[src/rtl/mbsac_pkg.sv]
package mbsac_pkg;

   typedef struct packed {
      logic [7:0] data_byte;
      logic       end_of_file;
   } req_type;

   typedef struct packed {
      logic [2:0]  record_kind;
      logic [31:0] value;
      logic        end_of_run;
   } rsp_type;

   // Records caused by one input byte: the first always exists when pushed.
   typedef struct packed {
      rsp_type rec_a;
      rsp_type rec_b;
      logic    has_b;
   } bundle_type;

   localparam logic [2:0] KIND_MDAT      = 3'd0;
   localparam logic [2:0] KIND_TIMESCALE = 3'd1;
   localparam logic [2:0] KIND_SPS       = 3'd2;
   localparam logic [2:0] KIND_PPS       = 3'd3;
   localparam logic [2:0] KIND_STATUS    = 3'd4;

   localparam logic [31:0] STATUS_FAIL = 32'd0;
   localparam logic [31:0] STATUS_OK   = 32'd1;

   localparam logic [31:0] TAG_MDAT    = 32'h6D646174;
   localparam logic [31:0] TAG_AVCC    = 32'h61766343;
   localparam logic [31:0] TAG_MDHD    = 32'h6D646864;
   localparam logic [7:0]  AVC_VERSION = 8'h01;

   localparam logic [15:0] MDHD_TOTAL_V1   = 16'(3 + 8 + 8 + 4);
   localparam logic [15:0] MDHD_TOTAL_V0   = 16'(3 + 4 + 4 + 4);
   localparam logic [15:0] SCALE_BYTES     = 16'd4;
   localparam logic [15:0] AVC_HEADER_SKIP = 16'd5;
   localparam logic [15:0] LEN_BYTES       = 16'd2;

   localparam int QUEUE_DEPTH = 4;
   localparam int QUEUE_PTR_W = $clog2(QUEUE_DEPTH);

endpackage

[src/rtl/mbsac_front.sv]
module mbsac_front
   import mbsac_pkg::*;
(
   input  logic       clock,
   input  logic       reset,
   input  logic       accept,
   input  req_type    req_data,
   output logic       push,
   output bundle_type push_data
);

   typedef enum logic [8:0] {
      PH_SCAN    = 9'b000000001,
      PH_MDHD    = 9'b000000010,
      PH_HDR     = 9'b000000100,
      PH_SPS_LEN = 9'b000001000,
      PH_SPS     = 9'b000010000,
      PH_PPS_NUM = 9'b000100000,
      PH_PPS_LEN = 9'b001000000,
      PH_PPS     = 9'b010000000,
      PH_DONE    = 9'b100000000
   } phase_type;

   logic [31:0] tag_ff, tag_in;
   logic [39:0] avc_ff, avc_in;
   logic [31:0] pos_ff, pos_in;
   logic        mdat_seen_ff, mdat_seen_in;
   phase_type   phase_ff, phase_in;
   logic [15:0] dc_ff, dc_in;
   logic [31:0] acc_ff, acc_in;
   logic        avc_done_ff, avc_done_in;

   logic [7:0]  b;
   logic        eof;
   logic [15:0] dc_dec;
   logic        have_mdat, have_rec, mdat_kept, avc_hit;
   rsp_type     mdat_rec, main_rec, status_rec;

   assign b      = req_data.data_byte;
   assign eof    = req_data.end_of_file;
   assign dc_dec = dc_ff - 16'd1;

   always_comb begin
      tag_in       = tag_ff;
      avc_in       = avc_ff;
      pos_in       = pos_ff;
      mdat_seen_in = mdat_seen_ff;
      phase_in     = phase_ff;
      dc_in        = dc_ff;
      acc_in       = acc_ff;
      avc_done_in  = avc_done_ff;
      have_mdat    = 1'b0;
      have_rec     = 1'b0;
      avc_hit      = 1'b0;
      main_rec     = '0;

      if (accept) begin
         pos_in = pos_ff + 32'd1;
         if (!mdat_seen_ff) begin
            tag_in = {tag_ff[23:0], b};
            if (tag_in == TAG_MDAT) begin
               mdat_seen_in = 1'b1;
               have_mdat    = 1'b1;
            end
         end

         unique case (phase_ff)
            PH_SCAN: begin
               avc_in = {avc_ff[31:0], b};
               if (avc_in[39:8] == TAG_AVCC && avc_in[7:0] == AVC_VERSION) begin
                  avc_hit     = 1'b1;
                  avc_done_in = 1'b1;
                  phase_in    = PH_HDR;
                  dc_in       = AVC_HEADER_SKIP;
               end else if (avc_in[39:8] == TAG_MDHD) begin
                  phase_in = PH_MDHD;
                  dc_in    = (avc_in[7:0] != 8'd0) ? MDHD_TOTAL_V1 : MDHD_TOTAL_V0;
                  acc_in   = '0;
               end
            end
            PH_MDHD: begin
               // Only the last four bytes of the box header form the timescale.
               if (dc_ff <= SCALE_BYTES) begin
                  acc_in = {acc_ff[23:0], b};
               end
               dc_in = dc_dec;
               if (dc_dec == 16'd0) begin
                  have_rec             = 1'b1;
                  main_rec.record_kind = KIND_TIMESCALE;
                  main_rec.value       = acc_in;
                  phase_in             = PH_SCAN;
               end
            end
            PH_HDR: begin
               dc_in = dc_dec;
               if (dc_dec == 16'd0) begin
                  phase_in = PH_SPS_LEN;
                  dc_in    = LEN_BYTES;
                  acc_in   = '0;
               end
            end
            PH_SPS_LEN, PH_PPS_LEN: begin
               acc_in = {16'd0, acc_ff[7:0], b};
               dc_in  = dc_dec;
               if (dc_dec == 16'd0) begin
                  dc_in = acc_in[15:0];
                  if (phase_ff == PH_SPS_LEN) begin
                     phase_in = (acc_in[15:0] != 16'd0) ? PH_SPS : PH_PPS_NUM;
                  end else begin
                     phase_in = (acc_in[15:0] != 16'd0) ? PH_PPS : PH_DONE;
                  end
               end
            end
            PH_SPS, PH_PPS: begin
               dc_in                = dc_dec;
               have_rec             = 1'b1;
               main_rec.record_kind = (phase_ff == PH_SPS) ? KIND_SPS : KIND_PPS;
               main_rec.value       = {24'd0, b};
               main_rec.end_of_run  = (dc_dec == 16'd0);
               if (dc_dec == 16'd0) begin
                  phase_in = (phase_ff == PH_SPS) ? PH_PPS_NUM : PH_DONE;
               end
            end
            PH_PPS_NUM: begin
               phase_in = PH_PPS_LEN;
               dc_in    = LEN_BYTES;
               acc_in   = '0;
            end
            default: begin
               phase_in = PH_DONE;
            end
         endcase

         // The final byte starts a new file afterwards.
         if (eof) begin
            tag_in       = '0;
            avc_in       = '0;
            pos_in       = '0;
            mdat_seen_in = 1'b0;
            phase_in     = PH_SCAN;
            dc_in        = '0;
            acc_in       = '0;
            avc_done_in  = 1'b0;
         end
      end
   end

   always_comb begin
      mdat_rec.record_kind   = KIND_MDAT;
      mdat_rec.value         = pos_ff + 32'd1;
      mdat_rec.end_of_run    = 1'b0;
      status_rec.record_kind = KIND_STATUS;
      status_rec.value       = ((mdat_seen_ff || have_mdat) && (avc_done_ff || avc_hit))
                               ? STATUS_OK : STATUS_FAIL;
      status_rec.end_of_run  = 1'b1;

      // When three records fall on one byte, the mdat offset is dropped.
      mdat_kept = have_mdat && !(eof && have_rec);

      push = accept && (mdat_kept || have_rec || eof);
      if (mdat_kept) begin
         push_data.rec_a = mdat_rec;
         push_data.rec_b = have_rec ? main_rec : status_rec;
      end else begin
         push_data.rec_a = have_rec ? main_rec : status_rec;
         push_data.rec_b = status_rec;
      end
      push_data.has_b = (mdat_kept && (have_rec || eof)) || (have_rec && eof);
   end

   always_ff @(posedge clock) begin
      if (reset) begin
         tag_ff       <= '0;
         avc_ff       <= '0;
         pos_ff       <= '0;
         mdat_seen_ff <= 1'b0;
         phase_ff     <= PH_SCAN;
         dc_ff        <= '0;
         acc_ff       <= '0;
         avc_done_ff  <= 1'b0;
      end else begin
         tag_ff       <= tag_in;
         avc_ff       <= avc_in;
         pos_ff       <= pos_in;
         mdat_seen_ff <= mdat_seen_in;
         phase_ff     <= phase_in;
         dc_ff        <= dc_in;
         acc_ff       <= acc_in;
         avc_done_ff  <= avc_done_in;
      end
   end

endmodule

[src/rtl/mbsac_queue.sv]
module mbsac_queue
   import mbsac_pkg::*;
(
   input  logic       clock,
   input  logic       reset,
   input  logic       push,
   input  bundle_type push_data,
   output logic       full,
   input  logic       pop,
   output bundle_type pop_data,
   output logic       empty
);

   bundle_type mem_ff [QUEUE_DEPTH];

   logic [QUEUE_PTR_W-1:0] wr_ptr_ff, wr_ptr_in;
   logic [QUEUE_PTR_W-1:0] rd_ptr_ff, rd_ptr_in;
   logic [QUEUE_PTR_W:0]   count_ff, count_in;

   assign full     = (count_ff == (QUEUE_PTR_W + 1)'(QUEUE_DEPTH));
   assign empty    = (count_ff == '0);
   assign pop_data = mem_ff[rd_ptr_ff];

   always_comb begin
      wr_ptr_in = push ? wr_ptr_ff + QUEUE_PTR_W'(1) : wr_ptr_ff;
      rd_ptr_in = pop ? rd_ptr_ff + QUEUE_PTR_W'(1) : rd_ptr_ff;
      count_in  = count_ff;
      if (push && !pop) begin
         count_in = count_ff + (QUEUE_PTR_W + 1)'(1);
      end else if (pop && !push) begin
         count_in = count_ff - (QUEUE_PTR_W + 1)'(1);
      end
   end

   always_ff @(posedge clock) begin
      if (push) begin
         mem_ff[wr_ptr_ff] <= push_data;
      end
   end

   always_ff @(posedge clock) begin
      if (reset) begin
         wr_ptr_ff <= '0;
         rd_ptr_ff <= '0;
         count_ff  <= '0;
      end else begin
         wr_ptr_ff <= wr_ptr_in;
         rd_ptr_ff <= rd_ptr_in;
         count_ff  <= count_in;
      end
   end

endmodule

[src/rtl/mbsac_back.sv]
module mbsac_back
   import mbsac_pkg::*;
(
   input  logic       clock,
   input  logic       reset,
   input  logic       q_empty,
   input  bundle_type q_data,
   output logic       q_pop,
   output logic       rsp_valid,
   input  logic       rsp_ready,
   output rsp_type    rsp_data
);

   logic    rsp_valid_ff, rsp_valid_in;
   rsp_type rsp_data_ff, rsp_data_in;
   logic    pend_ff, pend_in;
   rsp_type held_ff, held_in;
   logic    load;

   assign rsp_valid = rsp_valid_ff;
   assign rsp_data  = rsp_data_ff;

   // The output register takes a new record whenever it is empty or its transfer completes.
   assign load  = !rsp_valid_ff || rsp_ready;
   assign q_pop = load && !pend_ff && !q_empty;

   always_comb begin
      rsp_valid_in = rsp_valid_ff;
      rsp_data_in  = rsp_data_ff;
      pend_in      = pend_ff;
      held_in      = held_ff;
      if (load) begin
         if (pend_ff) begin
            rsp_valid_in = 1'b1;
            rsp_data_in  = held_ff;
            pend_in      = 1'b0;
         end else if (!q_empty) begin
            rsp_valid_in = 1'b1;
            rsp_data_in  = q_data.rec_a;
            pend_in      = q_data.has_b;
            held_in      = q_data.rec_b;
         end else begin
            rsp_valid_in = 1'b0;
         end
      end
   end

   always_ff @(posedge clock) begin
      rsp_data_ff <= rsp_data_in;
      held_ff     <= held_in;
   end

   always_ff @(posedge clock) begin
      if (reset) begin
         rsp_valid_ff <= 1'b0;
         pend_ff      <= 1'b0;
      end else begin
         rsp_valid_ff <= rsp_valid_in;
         pend_ff      <= pend_in;
      end
   end

endmodule

[src/rtl/mp4_box_scan_avc_config.sv]
// A record is written into the queue with the byte that causes it, then moves into the output
// register and is presented on rsp from there; a stalled receiver or earlier records can delay it.
// Throughput: one byte per cycle while the queue is not full; a byte that yields two records
// sends them in turn, and a four-entry queue between parser and output stage absorbs that.
// Reset: synchronous, active high; the parser returns to tag scanning with all counters,
// windows and flags cleared, and the queue and output register are emptied.
module mp4_box_scan_avc_config
   import mbsac_pkg::*;
(
   input  logic    clock,
   input  logic    reset,
   input  logic    req_valid,
   output logic    req_ready,
   input  req_type req_data,
   output logic    rsp_valid,
   input  logic    rsp_ready,
   output rsp_type rsp_data
);

   logic       accept;
   logic       push, pop, full, empty;
   bundle_type push_data, pop_data;

   assign req_ready = !full;
   assign accept    = req_valid && req_ready;

   mbsac_front u_front (
      .clock     (clock),
      .reset     (reset),
      .accept    (accept),
      .req_data  (req_data),
      .push      (push),
      .push_data (push_data)
   );

   mbsac_queue u_queue (
      .clock     (clock),
      .reset     (reset),
      .push      (push),
      .push_data (push_data),
      .full      (full),
      .pop       (pop),
      .pop_data  (pop_data),
      .empty     (empty)
   );

   mbsac_back u_back (
      .clock     (clock),
      .reset     (reset),
      .q_empty   (empty),
      .q_data    (pop_data),
      .q_pop     (pop),
      .rsp_valid (rsp_valid),
      .rsp_ready (rsp_ready),
      .rsp_data  (rsp_data)
   );

endmodule

[config.mk]
export PLATFORM = sky130hd
export DESIGN_NAME = mp4_box_scan_avc_config
export DESIGN_NICKNAME = d
export VERILOG_FILES = /design/src/rtl/mbsac_pkg.sv /design/src/rtl/mbsac_front.sv /design/src/rtl/mbsac_queue.sv /design/src/rtl/mbsac_back.sv /design/src/rtl/mp4_box_scan_avc_config.sv
export SDC_FILE = /design/constraint.sdc
export NUM_CORES = 1
export LEC_CHECK = 0
export BUFFER_PORTS_ARGS = -buffer_cell sky130_fd_sc_hd__clkbuf_2
export CAP_MARGIN = 20
export CORE_AREA = 2 2 173 242
export CTS_CLUSTER_SIZE = 25
export DETAILED_ROUTE_END_ITERATION = 6
export DIE_AREA = 0 0 175 244
export PLACE_DENSITY = 0.75
export RECOVER_POWER = 100
export SLEW_MARGIN = 20
export SYNTH_ARGS = -nofsm -noshare
export SYNTH_HDL_FRONTEND = slang
export SYNTH_HIERARCHICAL = 1
export SYNTH_SLANG_ARGS = --single-unit
[constraint.sdc]
create_clock -name clock -period 6.2 [get_ports clock]
set_clock_uncertainty 0.2 [all_clocks]
set_input_delay 0.62 -clock clock [delete_from_list [all_inputs] [get_ports clock]]
set_output_delay 0.62 -clock clock [all_outputs]
set_load 0.05 [all_outputs]
==> metrics.json, run 1 <==
{
  "run_status": "finished, violations left",
  "violations": "capacitance limit, slew limit",
  "part_of_the_total_power_dissipated_in_the_clock_network_pct": 32.1,
  "std_cell_rows": 87,
  "yosys_register_bits": 522,
  "syn2layout_area_growth_pct": 9.00,
  "timing.final.crit_period_ns": 5.38,
  "internal_power_w": 0.00654,
  "yosys.cell_types.count": 79,
  "finalHoldViolations": 0,
  "hold_class": "input port to flop",
  "final_nets": 1649,
  "ir_drop_v": 0.000240,
  "starting_density_of_the_core_pct": 54.6,
  "floorplan.core_area_sq_um": 40400,
  "fp.dieArea_sq_um": 42700,
  "cp_slowest_stage_delay_ns": 1.41,
  "critical_path.cell_chain": "clkbuf_1, clkinv_1, nand2_1, clkbuf_1, nor2_1, clkbuf_2, a22oi_1, nor2_1",
  "postCtsResizedCells": 0,
  "ff2ff_setup_slack_ns": 0.97,
  "arrival_ns": 5.59,
  "unrepaired_setup_endpoints_after_global_routing": "false",
  "critical_path_source_type": "input port",
  "max_cap_violations": 9,
  "synth_seq_area_share_pct": 63.9,
  "route.antenna.remaining_nets": 0,
  "chip_height_um": 244,
  "whs_ns": 0.155,
  "grt_antenna_before_repair": 0,
  "port-buffer-count": 50,
  "vias_per_cell": 6.13,
  "layout-drive-gt1-share_pct": 13.6,
  "dieWidth_um": 175,
  "count_of_flip_flops_with_a_built_in_enable_after_synthesis": 364,
  "finalSetupViolations": 0,
  "setup_total_negative_slack_ns": 0,
  "total_grt_overflow": 0,
  "drc": 0,
  "grt_max_degree": 90,
  "first_global_vias": 13300,
  "vias": 13500,
  "grt_pass1_wl_um": 73900,
  "drt_iter0_drc": 1142,
  "cts_setup_buffers": 0,
  "crit_fanout": 42,
  "avgRoutedWirePerCell_um": 21.3,
  "power.share.sequential_pct": 48.2,
  "timing_worst_slew_pin_value_ns": 2.82,
  "worst_ep_required_time_ns": 6.41,
  "n_antenna_cell": 0,
  "clock_latency_ns": 0.57,
  "post_synth_instance_area_sq_um": 22000,
  "timing.final.max_slew_violations": 235,
  "postSynth.topFlopCell": "edfxtp_1",
  "cts_root_buf": "clkbuf_16",
  "endpoint_kind": "flop",
  "cp_slowest_cell": "clkbuf_1",
  "total_of_warnings_raised_by_yosys": 6,
  "syn-num-nets": 1628,
  "clk_pin_slew_ns": 0.06,
  "tritoncts.num_buffers": 47,
  "p_sw_share_pct": 28.5,
  "critical-path-top-delay-family": "buffers and inverters",
  "gp_routability_congestion": 0.901,
  "worst_slew_margin_rel_pct": -88.0,
  "fillerInstances": 3108,
  "power.static_leakage_nw": 7.81,
  "async_flop_share_pct": 0,
  "finalWirelength_um": 46900,
  "fmax_mhz": 186,
  "timing.final.crit_share_pct": 86.7,
  "combPwrFrac_pct": 19.7,
  "power.switching_w": 0.00261,
  "all_layer_gr_usage_pct": 22.1,
  "clkSinkCount": 522,
  "synthesis.instances": 1606,
  "cts_max_level": 2,
  "detailedPlacementHpwl_um": 29700,
  "tritoncts": "built",
  "crit_buf_inv": 4,
  "hold_buffers": 0,
  "power.density_cell_area_nw_per_um2": 381,
  "first_pass_iters": 6,
  "io-pin-count": 51,
  "ctsLongestPathBuffers": 3,
  "syn_avg_cell_area_sq_um": 13.7,
  "worstSetupPathType": "input port to flop"
}
==> cell usage in the layout, fill, tap and decap left out, types with 27 or more instances in the layout <==
| master | synthesis | layout |
|---|---|---|
| dfxtp_1 | 158 | 156 |
| a21oi_1 | 53 | 54 |
| edfxtp_1 | 364 | 364 |
| nand3_1 | 40 | 40 |
| a22oi_1 | 86 | 86 |
| mux4_2 | 72 | 72 |
| clkbuf_1 | 51 | 59 |
| clkbuf_16 | 0 | 48 |
| nand2_1 | 58 | 58 |
| nor3_1 | 47 | 48 |
| o21ai_0 | 40 | 81 |
| nor2_1 | 190 | 190 |
| mux2i_1 | 27 | 27 |
| mux2_2 | 36 | 31 |
==> flip-flops by register name (all words and copies together), names as in the netlist, named ones only <==
register,cells
u_front/avc_done_ff,1
u_queue/wr_ptr_ff,2
u_queue/rd_ptr_ff,2
u_back/held_ff,36
u_back/rsp_data,36
u_queue/count_ff,3
u_back/rsp_valid,1
u_front/tag_ff,24
u_front/avc_ff,32
u_queue/mem_ff,292
u_front/phase_ff,9
u_front/pos_ff,32
u_back/pend_ff,1
u_front/dc_ff,16
u_front/acc_ff,32
u_front/mdat_seen_ff,1
==> cell type report <==
cell class	instances	area, sq um	share of cell area, %
well taps	534	668	2.78
multi-input cells	964	7240	30.1
inverters	16	60.1	0.250
flip-flops and latches	522	14100	58.7
clock inverters	24	292	1.21
repair buffers	76	392	1.63
clock buffers	63	1280	5.32
==> cells in the mapped netlist, types with 12 or more instances <==
| cell type | count | area share, % |
|---|---|---|
| mux2i_1 | 27 | 1.2 |
| nand2_1 | 58 | 0.99 |
| mux4_2 | 72 | 7.4 |
| and3_1 | 26 | 0.74 |
| nor3_1 | 47 | 1.1 |
| edfxtp_1 | 364 | 50 |
| buf_2 | 28 | 0.64 |
| o21ai_0 | 40 | 0.91 |
| xnor2_1 | 26 | 1.0 |
| a22o_1 | 23 | 0.91 |
| a21oi_1 | 53 | 1.2 |
| nor2_1 | 190 | 3.2 |
| o21ai_1 | 53 | 1.2 |
| and2_1 | 12 | 0.34 |
| dfxtp_1 | 158 | 14 |
| a22oi_1 | 86 | 2.9 |
| nor4_1 | 17 | 0.48 |
| xor2_1 | 15 | 0.60 |
| or3_1 | 15 | 0.43 |
| clkbuf_1 | 51 | 0.87 |
| inv_1 | 15 | 0.26 |
| mux2_2 | 36 | 1.8 |
| nand3_1 | 40 | 0.91 |
==> worst paths after layout <==
check | startpoint | cells past startpoint | end
max | req_data[0] | 8 | u_front/avc_ff[21]
min reg2reg | u_front/acc_ff[26] | 1 | u_front/acc_ff[26]
min | rsp_ready | 3 | u_back/pend_ff
max reg2reg | u_front/dc_ff[1] | 11 | u_queue/mem_ff[0][38]
==> power groups by stage <==
stage / Combinational (W) / Sequential, W / Clock, W
detailed placement: 0.00187 / 0.00449 / 0
floorplan: 0.00111 / 0.00484 / 0
global placement: 0.00184 / 0.00447 / 0
finish: 0.00180 / 0.00441 / 0.00294
CTS: 0.00188 / 0.00442 / 0.00300
global route: 0.00192 / 0.00446 / 0.00313
==> per-layer routing <==
layer / vias to the layer above / GRT usage, % / wire (um)
li1: 6213 / - / -
met1: 6687 / 27.1 / 18100
met2: 461 / 39.4 / 24200
met3: 122 / 2.94 / 2640
met4: 0 / 9.14 / 1930
met5: - / 0 / 0
==> worst min-delay path, cell delays in order <==
cell and delay, ns:
clkbuf_2 0.10, or4bb_1 0.10, o21ai_0 0.06
==> kinds of logic after synthesis <==
group	after synthesis	synth area share (%)
mux	137	10.6
xor+xnor	41	1.63
buf+inv	120	3.12
simple gates	478	11.2
compound gates	299	8.97
flops	522	63.9
fa+ha+maj	9	0.545
==> through the flow <==
step	std cells	setup slack [ns]	util, %	cell area [sq um]	power, W
floorplan	1606	1.34	-	22000	0.00595
global placement	2111	1.46	55.9	22600	0.00631
detailed placement	2112	1.35	56.0	22600	0.00636
CTS	2199	1.32	59.9	24200	0.00929
global route	2199	0.515	59.5	24000	0.00951
finish	2199	0.823	59.5	24000	0.00915
(Power assumes the default switching activity.)
==> run 2, diff against run 1 <==
--- a/config.mk
+++ b/config.mk
@@ -5,13 +5,13 @@
 export SDC_FILE = /design/constraint.sdc
 export NUM_CORES = 1
 export LEC_CHECK = 0
-export BUFFER_PORTS_ARGS = -buffer_cell sky130_fd_sc_hd__clkbuf_2
 export CAP_MARGIN = 20
 export CORE_AREA = 2 2 173 242
 export CTS_CLUSTER_SIZE = 25
 export DETAILED_ROUTE_END_ITERATION = 6
 export DIE_AREA = 0 0 175 244
-export PLACE_DENSITY = 0.75
+export DONT_BUFFER_PORTS = 1
+export PLACE_DENSITY = 0.74
 export RECOVER_POWER = 100
 export SLEW_MARGIN = 20
 export SYNTH_ARGS = -nofsm -noshare
==> run 2 against run 1 <==
Effect of this change: the run ends with DRC, capacitance limit, slew limit left; flip-flop and latch count did not move; combinational power fell by 29%; critical path depth rose by 3; via count fell by 0.94%; largest power group unchanged; highest routed layer unchanged.
==> metrics.json, run 2 (synthesized netlist as in run 1, its figures left out) <==
{
  "tritoncts": "built",
  "crit_start": "u_front/dc_ff[0]",
  "ff2ff_setup_slack": {"value": 0.81, "unit": "ns", "change": "-0.16 ns"},
  "first_global_vias": {"value": 13100, "change": "-1.5%"},
  "finalWirelength": {"value": 48100, "unit": "um", "change": "+2.7%"},
  "timing.final.crit_period": {"value": 5.39, "unit": "ns", "change": "+0.00871 ns"},
  "tritoncts.num_buffers": {"value": 48, "change": "+2.1%"},
  "detailedPlacementHpwl": {"value": 30100, "unit": "um", "change": "+1.3%"},
  "worst_ep_required_time": {"value": 6.21, "unit": "ns", "change": "-0.20 ns"},
  "grt_antenna_before_repair": {"value": 0, "change": "unchanged"},
  "hold_buffers": {"value": 6, "change": "+6"},
  "finalHoldViolations": {"value": 0, "change": "unchanged"},
  "route.antenna.remaining_nets": {"value": 0, "change": "unchanged"},
  "final_common_cell": "edfxtp_1",
  "critical_path_source_type": "flop",
  "max_cap_violations": {"value": 7, "change": "-2"},
  "ctsLongestPathBuffers": {"value": 3, "change": "unchanged"},
  "clock_latency": {"value": 0.56, "unit": "ns", "change": "about the same"},
  "starting_density_of_the_core": {"value": 54.6, "unit": "%", "change": "unchanged"},
  "power.static_leakage": {"value": 7.73, "unit": "nW", "change": "-1.1%"},
  "violations": "DRC, capacitance limit, slew limit",
  "vias_per_cell": {"value": 6.20, "change": "+1.2%"},
  "drt_iter0_drc": {"value": 1210, "change": "+6.0%"},
  "unrepaired_setup_endpoints_after_global_routing": "false",
  "critical_path.reg2reg.startpoint": "u_front/dc_ff[0]",
  "timing.final.max_slew_violations": {"value": 247, "change": "+5.1%"},
  "io-pin-count": {"value": 51, "change": "unchanged"},
  "drc": {"value": 1, "change": "+1"},
  "fmax": {"value": 186, "unit": "MHz", "change": "-0.16%"},
  "floorplan.core_area": {"value": 40400, "unit": "sq um", "change": "unchanged"},
  "registers.top_by_ff_count": "u_queue/mem_ff",
  "finish.instance_area": {"value": 23900, "unit": "sq um", "change": "-0.59%"},
  "layout-drive-gt1-share": {"value": 13.3, "unit": "%", "change": "-0.23 points"},
  "worst-r2r-cell-count": {"value": 11, "change": "unchanged"},
  "finalSetupViolations": {"value": 0, "change": "unchanged"},
  "gp_routability_congestion": {"value": 0.851, "change": "-5.6%"},
  "postCtsResizedCells": {"value": 0, "change": "unchanged"},
  "setup_total_negative_slack": {"value": 0, "unit": "ns", "change": "unchanged"},
  "final_nets": {"value": 1603, "change": "-2.8%"},
  "vias": {"value": 13400, "change": "-0.94%"},
  "worstSetupPathType": "flop to flop",
  "fp.dieArea": {"value": 42700, "unit": "sq um", "change": "unchanged"},
  "largest_register_ff_count": {"value": 292, "change": "unchanged"},
  "timing_worst_slew_pin_value": {"value": 2.96, "unit": "ns", "change": "+0.145 ns"},
  "timing.final.crit_share": {"value": 86.9, "unit": "%", "change": "+0.14 points"},
  "placed_area": {"value": 22300, "unit": "sq um", "change": "-1.2%"},
  "dieWidth": {"value": 175, "unit": "um", "change": "unchanged"},
  "clkSinkCount": {"value": 522, "change": "unchanged"},
  "grt_max_degree": {"value": 118, "change": "+31%"},
  "avgRoutedWirePerCell": {"value": 22.4, "unit": "um", "change": "+4.9%"},
  "chip_height": {"value": 244, "unit": "um", "change": "unchanged"},
  "worst_slew_margin_rel": {"value": -97.6, "unit": "%", "change": "-9.6 points"},
  "clk_pin_slew": {"value": 0.06, "unit": "ns", "change": "about the same"},
  "std_cell_rows": {"value": 87, "change": "unchanged"},
  "regToRegEndpoint": "u_queue/mem_ff[2][39]",
  "ir_drop": {"value": 0.000246, "unit": "V", "change": "+2.7%"},
  "n_antenna_cell": {"value": 0, "change": "unchanged"},
  "hold_class": "input port to flop",
  "crit_fanout": {"value": 48, "change": "+14%"},
  "commonest_cells_after_routing_fill_and_taps_aside": "edfxtp_1 (364), nor2_1 (188), dfxtp_1 (157)",
  "cts_max_level": {"value": 2, "change": "unchanged"},
  "run_status": "finished, violations left",
  "first_pass_iters": {"value": 7, "change": "+1"},
  "power.density_cell_area": {"value": 381, "unit": "nW/um^2", "change": "about the same"},
  "whs": {"value": 0.0241, "unit": "ns", "change": "-0.130 ns"},
  "syn2layout_area_growth_pct": 8.35,
  "worst_setup_path_endpoint": "u_queue/mem_ff[2][39]",
  "layout.core_utilization": {"value": 59.1, "unit": "%", "change": "-0.35 points"},
  "total_grt_overflow": {"value": 0, "change": "unchanged"},
  "cts_root_buf": "clkbuf_16",
  "endpoint_kind": "flop",
  "grt_pass1_wl": {"value": 74400, "unit": "um", "change": "+0.60%"},
  "cts_setup_buffers": {"value": 0, "change": "unchanged"},
  "port-buffer-count": {"value": 0, "change": "-100%"},
  "all_layer_gr_usage": {"value": 22.4, "unit": "%", "change": "+0.30 points"},
  "arrival": {"value": 5.39, "unit": "ns", "change": "-0.20 ns"}
}
[run 2: through the flow]
stage / std cells / total power (W) / worst slack [ns]
floorplan: 1606 / 0.00595 / 1.34
global placement: 2059 / 0.00620 / 1.32
detailed placement: 2059 / 0.00624 / 1.20
CTS: 2153 / 0.00919 / 1.18
global route: 2153 / 0.00943 / 0.441
finish: 2153 / 0.00910 / 0.814
[run 2: critical path, stage by stage (launching register included)]
cell      delay, ns
dfxtp_1        0.40
inv_1          0.10
ha_1           0.27
nor3b_1        0.62
a32o_1         0.26
a32oi_1        0.17
or4_1          0.68
a21oi_2        0.57
nor2_1         0.22
nand2_1        0.32
and2_4         0.70
clkbuf_2       0.49
[run 2: area by class of cell]
type / instances / area, sq um
clock buffers: 66 / 1390
clock inverters: 22 / 196
fillers: 3086 / 16500
inverters: 16 / 60.1
multi-input cells: 964 / 7250
flip-flops and latches: 522 / 14100
well taps: 534 / 668
repair buffers: 29 / 215
[run 2: how the worst min path moves through the flow]
stage,from,depth (start not counted),to
after floorplan,u_front/avc_done_ff,2,u_front/avc_done_ff
after global placement,u_front/acc_ff[26],1,u_front/acc_ff[26]
after detailed placement,u_front/acc_ff[24],1,u_front/acc_ff[24]
after CTS,req_data[4],2,u_front/acc_ff[3]
after global routing,req_data[3],2,u_front/tag_ff[2]
final,req_data[4],2,u_front/acc_ff[3]
[run 2: where the power goes]
part | total [W] | internal (W) | switching (W)
Sequential | 0.00489 | 0.00425 | 0.000646
Clock | 0.00293 | 0.00170 | 0.00124
Combinational | 0.00128 | 0.000570 | 0.000707
[run 2: routing by layer]
layer  track usage [%]  up-vias  wire, um  share of wire [%]
li1                  -     6133         -                  -
met1              27.1     6683     18400                 38
met2              40.4      426     25500                 53
met3              3.22      114      2530                5.3
met4              8.92        0      1740                3.6
met5                 0        -         0                  0
